## src/sv/mtfc_pkg.sv

```systemverilog
// Shared constants and controller-to-datapath types for the move-to-front codec.
`timescale 1ns / 1ps

package mtfc_pkg;

    localparam int SYM_W         = 8;
    localparam int ALPHABET_SIZE = 256;
    localparam int ADDR_W        = $clog2(ALPHABET_SIZE);
    localparam int CFG_IDX_W     = 1;

    localparam logic [CFG_IDX_W-1:0] REG_DIRECTION = 1'd0;
    localparam logic [CFG_IDX_W-1:0] REG_VARIANT   = 1'd1;

    typedef struct packed {
        logic start;
        logic scan;
        logic final_wr;
        logic load_out;
    } t_dp_cmd;

    typedef struct packed {
        logic oor;
        logic match;
    } t_dp_sts;

endpackage

```

## src/sv/mtfc_ram.sv

```systemverilog
// Generic single-write, single-read RAM with a registered read port.
`timescale 1ns / 1ps

module mtfc_ram #(
    parameter int WIDTH = 8,
    parameter int DEPTH = 256
) (
    input  logic                     i_clk,
    input  logic                     i_we,
    input  logic [$clog2(DEPTH)-1:0] i_waddr,
    input  logic [WIDTH-1:0]         i_wdata,
    input  logic [$clog2(DEPTH)-1:0] i_raddr,
    output logic [WIDTH-1:0]         o_rdata
);

    logic [WIDTH-1:0] r_mem [DEPTH];
    logic [WIDTH-1:0] r_rdata;

    always_ff @(posedge i_clk) begin
        if (i_we) begin
            r_mem[i_waddr] <= i_wdata;
        end
        r_rdata <= r_mem[i_raddr];
    end

    assign o_rdata = r_rdata;

endmodule

```

## src/sv/mtfc_datapath.sv

```systemverilog
// Datapath of the move-to-front codec: symbol table, scan pipeline and result register.
`timescale 1ns / 1ps

module mtfc_datapath import mtfc_pkg::*; (
    input  logic                 i_clk,
    input  logic                 i_rst_n,
    input  logic                 i_cfg_we,
    input  logic [CFG_IDX_W-1:0] i_cfg_idx,
    input  logic                 i_cfg_data,
    input  logic [SYM_W-1:0]     i_sym,
    input  logic                 i_block_start,
    input  t_dp_cmd              i_cmd,
    output t_dp_sts              o_sts,
    output logic [SYM_W-1:0]     o_out_data
);

    logic                     r_direction;
    logic                     r_variant;
    logic                     r_prevnz;
    logic [ALPHABET_SIZE-1:0] r_valid;
    logic [SYM_W-1:0]         r_x;
    logic [ADDR_W-1:0]        r_addr;
    logic [ADDR_W-1:0]        r_kd;
    logic                     r_dv;
    logic                     r_vld_d;
    logic [SYM_W-1:0]         r_carry;
    logic [ADDR_W-1:0]        r_pos;
    logic [SYM_W-1:0]         r_sym;
    logic [SYM_W-1:0]         r_result;
    logic [SYM_W-1:0]         r_out_data;

    logic [SYM_W-1:0]  ram_q;
    logic [SYM_W-1:0]  entry;
    logic              match_cond;
    logic              scan_hit;
    logic              scan_we;
    logic              fin_we;
    logic [ADDR_W-1:0] fin_addr;
    logic              ram_we;
    logic [ADDR_W-1:0] ram_waddr;
    logic [SYM_W-1:0]  ram_wdata;

    // An entry not written since the last block start holds its own index.
    assign entry      = r_vld_d ? ram_q : SYM_W'(r_kd);
    assign match_cond = r_direction ? (SYM_W'(r_kd) == r_x) : (entry == r_x);
    assign scan_hit   = i_cmd.scan && r_dv && match_cond;

    assign scan_we = i_cmd.scan && r_dv && (r_kd != '0)
                     && !(r_variant && (r_kd == ADDR_W'(1)) && match_cond && !r_prevnz);
    assign fin_we  = i_cmd.final_wr && (r_pos != '0)
                     && (!r_variant || (r_pos != ADDR_W'(1)) || r_prevnz);
    assign fin_addr = (!r_variant || (r_pos == ADDR_W'(1))) ? '0 : ADDR_W'(1);

    assign ram_we    = scan_we || fin_we;
    assign ram_waddr = i_cmd.final_wr ? fin_addr : r_kd;
    assign ram_wdata = i_cmd.final_wr ? r_sym : r_carry;

    mtfc_ram #(
        .WIDTH (SYM_W),
        .DEPTH (ALPHABET_SIZE)
    ) u_table (
        .i_clk   (i_clk),
        .i_we    (ram_we),
        .i_waddr (ram_waddr),
        .i_wdata (ram_wdata),
        .i_raddr (r_addr),
        .o_rdata (ram_q)
    );

    always_ff @(posedge i_clk) begin
        if (!i_rst_n) begin
            r_direction <= 1'b0;
            r_variant   <= 1'b0;
            r_prevnz    <= 1'b1;
            r_valid     <= '0;
            r_dv        <= 1'b0;
        end else begin
            if (i_cfg_we) begin
                unique case (i_cfg_idx)
                    REG_DIRECTION: r_direction <= i_cfg_data;
                    REG_VARIANT:   r_variant   <= i_cfg_data;
                    default:       r_direction <= r_direction;
                endcase
            end
            if (i_cmd.start) begin
                r_dv <= 1'b0;
                if (i_block_start) begin
                    r_valid  <= '0;
                    r_prevnz <= 1'b1;
                end
            end else if (i_cmd.scan) begin
                r_dv <= 1'b1;
            end
            if (ram_we) begin
                r_valid[ram_waddr] <= 1'b1;
            end
            if (i_cmd.final_wr) begin
                r_prevnz <= (r_pos != '0);
            end
        end
    end

    always_ff @(posedge i_clk) begin
        if (i_cmd.start) begin
            r_x      <= i_sym;
            r_addr   <= '0;
            r_result <= '0;
        end else if (i_cmd.scan) begin
            r_addr <= r_addr + ADDR_W'(1);
        end
        if (i_cmd.scan) begin
            r_kd    <= r_addr;
            r_vld_d <= r_valid[r_addr];
        end
        if (i_cmd.scan && r_dv) begin
            r_carry <= entry;
        end
        if (scan_hit) begin
            r_pos    <= r_kd;
            r_sym    <= r_direction ? entry : r_x;
            r_result <= r_direction ? entry : SYM_W'(r_kd);
        end
        if (i_cmd.load_out) begin
            r_out_data <= r_result;
        end
    end

    assign o_sts.oor   = {1'b0, i_sym} >= (SYM_W + 1)'(ALPHABET_SIZE);
    assign o_sts.match = scan_hit;
    assign o_out_data  = r_out_data;

endmodule

```

## src/sv/mtfc_ctrl.sv

```systemverilog
// Controller state machine of the move-to-front codec.
`timescale 1ns / 1ps

module mtfc_ctrl import mtfc_pkg::*; (
    input  logic    i_clk,
    input  logic    i_rst_n,
    input  logic    i_in_valid,
    output logic    o_in_ready,
    output logic    o_out_valid,
    input  logic    i_out_ready,
    input  t_dp_sts i_sts,
    output t_dp_cmd o_cmd
);

    typedef enum logic [1:0] {
        S_IDLE,
        S_SCAN,
        S_FINAL,
        S_EMIT
    } t_state;

    t_state r_state;
    logic   r_out_valid;
    logic   out_free;

    assign out_free   = !r_out_valid || i_out_ready;
    assign o_in_ready = (r_state == S_IDLE);

    always_comb begin
        o_cmd          = '0;
        o_cmd.start    = (r_state == S_IDLE) && i_in_valid;
        o_cmd.scan     = (r_state == S_SCAN);
        o_cmd.final_wr = (r_state == S_FINAL);
        o_cmd.load_out = (r_state == S_EMIT) && out_free;
    end

    always_ff @(posedge i_clk) begin
        if (!i_rst_n) begin
            r_state     <= S_IDLE;
            r_out_valid <= 1'b0;
        end else begin
            if (o_cmd.load_out) begin
                r_out_valid <= 1'b1;
            end else if (i_out_ready) begin
                r_out_valid <= 1'b0;
            end
            unique case (r_state)
                S_IDLE: begin
                    if (i_in_valid) begin
                        r_state <= i_sts.oor ? S_EMIT : S_SCAN;
                    end
                end
                S_SCAN: begin
                    if (i_sts.match) begin
                        r_state <= S_FINAL;
                    end
                end
                S_FINAL: begin
                    r_state <= S_EMIT;
                end
                S_EMIT: begin
                    if (out_free) begin
                        r_state <= S_IDLE;
                    end
                end
                default: r_state <= S_IDLE;
            endcase
        end
    end

    assign o_out_valid = r_out_valid;

endmodule

```

## src/sv/move_to_front_codec.sv

```systemverilog
// Top level of the byte-wide move-to-front encoder and decoder (MTF-0 and MTF-2).
// An item is accepted, its table position is found by the scan, the table is updated and its result word is emitted.
// The next word can be accepted once the result is registered, while that result may still wait.
// The table sits in a single-port-read RAM and is scanned one entry per cycle from position 0.
// An out-of-range word would skip the scan and return 0; with 8-bit words and 256 entries none can occur.
// Reset restores the identity table at once through per-entry valid flags; no clearing pass.
`timescale 1ns / 1ps

module move_to_front_codec import mtfc_pkg::*; (
    input  logic                 i_clk,
    input  logic                 i_rst_n,
    input  logic                 i_cfg_we,
    input  logic [CFG_IDX_W-1:0] i_cfg_idx,
    input  logic                 i_cfg_data,
    input  logic                 s_axis_tvalid,
    output logic                 s_axis_tready,
    input  logic [7:0]           s_axis_tdata,   // [7:0] symbol_in
    input  logic                 s_axis_tuser,   // [0] block_start
    output logic                 m_axis_tvalid,
    input  logic                 m_axis_tready,
    output logic [7:0]           m_axis_tdata    // [7:0] symbol_out
);

    t_dp_cmd cmd;
    t_dp_sts sts;

    mtfc_ctrl u_ctrl (
        .i_clk       (i_clk),
        .i_rst_n     (i_rst_n),
        .i_in_valid  (s_axis_tvalid),
        .o_in_ready  (s_axis_tready),
        .o_out_valid (m_axis_tvalid),
        .i_out_ready (m_axis_tready),
        .i_sts       (sts),
        .o_cmd       (cmd)
    );

    mtfc_datapath u_datapath (
        .i_clk         (i_clk),
        .i_rst_n       (i_rst_n),
        .i_cfg_we      (i_cfg_we),
        .i_cfg_idx     (i_cfg_idx),
        .i_cfg_data    (i_cfg_data),
        .i_sym         (s_axis_tdata),
        .i_block_start (s_axis_tuser),
        .i_cmd         (cmd),
        .o_sts         (sts),
        .o_out_data    (m_axis_tdata)
    );

endmodule

```

## config.mk

```make
export PLATFORM = sky130hd
export DESIGN_NAME = move_to_front_codec
export DESIGN_NICKNAME = d
export VERILOG_FILES = /design/src/sv/mtfc_pkg.sv /design/src/sv/mtfc_ram.sv /design/src/sv/mtfc_datapath.sv /design/src/sv/mtfc_ctrl.sv /design/src/sv/move_to_front_codec.sv
export SDC_FILE = /design/constraint.sdc
export NUM_CORES = 2
export LEC_CHECK = 0
export ABC_AREA = 0
export CORE_MARGIN = 8
export CORE_UTILIZATION = 57
export CTS_CLUSTER_SIZE = 8
export DETAILED_ROUTE_END_ITERATION = 10
export DONT_BUFFER_PORTS = 1
export PLACE_DENSITY = 0.75
export SLEW_MARGIN = 10
export SYNTH_ARGS = -nofsm -noshare
export SYNTH_HDL_FRONTEND = slang
export SYNTH_SLANG_ARGS = --single-unit
export TNS_END_PERCENT = 20
```

## constraint.sdc

```tcl
create_clock -name i_clk -period 3.4 [get_ports i_clk]
set_input_delay 0.34 -clock i_clk [delete_from_list [all_inputs] [get_ports i_clk]]
set_output_delay 0.34 -clock i_clk [all_outputs]
set_load 0.03 [all_outputs]
```

==> impl_metrics.tcl <==
set metrics [dict create \
    status "finished with violations" \
    violations "negative setup slack" \
    layout_min_cycle_time_ps 3538 \
    p_leak_nw 34.47 \
    synth.largest_area_cell "edfxtp_1" \
    grt_pass1_vias 54949 \
    seq_area_um2 68820 \
    fin_area_um2 108300 \
    dieArea_um2 176000 \
    rows 148 \
    slowest_delay_ps 690 \
    grt_max_degree 152 \
    yosys.cell_count.top_type "edfxtp_1" \
    first_pass_iters 6 \
    drive_gt1_frac 0.2439 \
    ys.flop_type "edfxtp_1" \
    numCtsBuffers 348 \
    area_growth_pct 16.77 \
    synth-edff-count 2105 \
    coreArea_um2 162200 \
    cts_tree "done" \
    cp-start-kind "register" \
    synthSimpleGateAreaFrac 0.03785 \
    cts_sinks 2384 \
    fin_crit_sh 1.040 \
    fmax_mhz 282.7 \
    yosys_warnings 0 \
    synth_top_family_by_area "multiplexers" \
    ant_nets 0 \
    syn_area_um2 92790 \
    finish.utilization 0.6679 \
    crit_type "register to register" \
    fin_hold_ws_ps 45.45 \
    setup_viol 1 \
    grt_pass1_wl_um 378500 \
    globalplace.congestion 0.9279 \
    clkTransAtPathRegs_ps 60 \
    synth_compound_area_frac 0.05507 \
    fin_skew_ps 57.62 \
    clk_latency_ps 950 \
    synth_nets 5248 \
    cp.required_ps 4150 \
    finalMaxSlewViolations 0 \
    h-tree-depth 5 \
    synthDistinctLibCells 64 \
    tightestPinTransition_ps 1227 \
    synth_commonest_cells "edfxtp_1, mux4_2, nand2_1" \
    final_nets 5760 \
    hpwl_um 155500 \
    slew-limit-headroom 0.1822 \
    cp_max_fo 54 \
    slowest_stage "o31ai_1" \
    grt_usage 0.2947 \
    tns_ps -137.5 \
    multi_input_area_um2 22550 \
    endpoint_kind "register" \
    grt.overflow.total 0 \
    powerDensity_nw_per_um2 729.5 \
    hold_violations 0 \
    clock-root-buffer "clkbuf_16" \
    synth_area_per_cell_um2 17.75 \
    ys_async_sr_fraction 0 \
    synthTopCellsByArea "edfxtp_1, mux4_2, dfxtp_1" \
    drt_iter0_drc 8292 \
    rsz0062_at_grt "true" \
    netlist_instances 5227 \
    synth.mux.area_fraction 0.1449 \
    synth_top_area_frac 0.6812 \
    start_util 0.5720 \
    antenna_found_initial 9 \
    cap_violations 0 \
    die_w_um 419.5 \
    total_power_mw 79.04 \
    setup_ws_ps -137.5 \
    synth-adder-area-share 0.0006742 \
    ioPinCount 26 \
    place_area_um2 98760 \
    cp_cell_sequence "buf_12 > nand2b_1 > buf_4 > o221ai_1 > a21oi_1 > a2111oi_1 > a21oi_1 > o22ai_2 > o31ai_1" \
    dieHeight_um 419.5 \
    via_count 54729 \
    drcViolationCount 0 \
    ys_seq_elements 2384 \
    clockBufferDepth 4 \
    fillers 10145 \
    wl_um 262300 \
    hp-class "input port to register" \
    synth_seq_area_share 0.7414 \
    port_buffers 0 \
    ir_worst_vdd_mv 0.7369 \
    worstPathArrival_ps 4290 \
    synth-xor-area-share 0.001321 \
    wl_per_cell_um 32.75 \
    vias_per_cell 6.834 \
    cpMostUsedCell "a21oi_1" \
]
worst max-delay path, delay by kind of cell, from the launching register on:
family / cells / cell delay, ps
compound gates: 6 / 1820
buf+inv: 2 / 670
simple gates: 1 / 420
flops: 1 / 390
worst paths after layout:
path,start,end,slack (ps),cells past startpoint
worst min register to register,u_datapath.r_result[3]$_SDFFCE_PN0P_,u_datapath.o_out_data[3]$_DFFE_PP_,430,0
worst min-delay path,s_axis_tdata[3],u_datapath.r_x[3]$_DFFE_PP_,50,1
worst max register to register,u_datapath.r_addr[1]$_SDFFE_PP0N_,u_datapath.u_table.o_rdata[5]$_DFF_P_,-140,9
worst max-delay path,u_datapath.r_addr[1]$_SDFFE_PP0N_,u_datapath.u_table.o_rdata[5]$_DFF_P_,-140,9
layout by cell type (no fill, tap or decap), types with 10 or more instances in the layout:
| master | count |
|---|---|
| edfxtp_1 | 2105 |
| mux4_2 | 440 |
| buf_4 | 437 |
| nand2_1 | 395 |
| clkbuf_16 | 358 |
| o21ai_0 | 318 |
| mux2i_1 | 316 |
| nor2_1 | 284 |
| dfxtp_1 | 272 |
| a21oi_1 | 127 |
| o221ai_1 | 89 |
| a22oi_1 | 72 |
| clkbuf_1 | 71 |
| buf_12 | 70 |
| nor3_1 | 66 |
| a221oi_1 | 58 |
| mux2_2 | 25 |
| o22ai_1 | 19 |
| nand3_1 | 19 |
| inv_1 | 18 |
| dlygate4sd3_1 | 18 |
| nand2b_1 | 15 |
| a211oi_1 | 15 |
| a31oi_1 | 15 |
| or2_2 | 13 |
| xnor2_1 | 12 |
| nand2_2 | 10 |
| o21ai_2 | 10 |
sequential cells by signal, summed over array words and instances (netlist names), 8 cells and up:
| name | cells |
|---|---|
| u_datapath.u_table.r_mem | 2048 |
| u_datapath.r_valid | 256 |
| u_datapath.o_out_data | 8 |
| u_datapath.r_addr | 8 |
| u_datapath.r_carry | 8 |
| u_datapath.r_kd | 8 |
| u_datapath.r_pos | 8 |
| u_datapath.r_result | 8 |
| u_datapath.r_sym | 8 |
| u_datapath.r_x | 8 |
| u_datapath.u_table.o_rdata | 8 |
power breakdown:
group / switching (mW) / internal [mW]
Combinational: 9.11 / 5.34
Sequential: 0.271 / 34.1
Clock: 11.6 / 18.6
Total: 21.0 / 58.1
per-layer routing:
layer,global-route usage,wire [µm],vias to the layer above
li1,-,-,21796
met1,0.3877,92120,27880
met2,0.4548,121300,4148
met3,0.07934,32380,899
met4,0.1551,16380,6
met5,0,45,-
stage by stage:
| step | setup WS, ps | instances |
|---|---|---|
| after detailed placement | -152.6 | 7541 |
| after floorplan | -280.5 | 5227 |
| after global placement | -122.6 | 7541 |
| after global routing | -25.35 | 8001 |
| after CTS | 0.9330 | 7996 |
| final | -137.5 | 8008 |
layout make-up:
cell class | count | area share
Sequential cell | 2384 | 0.6352
Multi-Input combinational cell | 2459 | 0.2081
Timing Repair Buffer | 525 | 0.04488
Antenna cell | 7 | 0.0001617
Clock inverter | 7 | 0.0005543
Inverter | 21 | 0.0007506
Clock buffer | 430 | 0.08527
Tap cell | 2175 | 0.02512
cell families after synthesis:
kind of cell    after synthesis
flops                      2384
simple gates                853
compound gates              798
mux                         789
buf+inv                     384
xor+xnor                     14
fa+ha+maj                     5
what timing repair did:
action | in CTS | in global routing
pin swaps | 0 | 0
hold buffers | 18 | 0
endpoints found under the hold margin | 210 | 0
buffers inserted | 0 | 5
endpoints found under the setup margin | 5 | 22
resized for setup | 9 | 5
(Power assumes the default switching activity.)
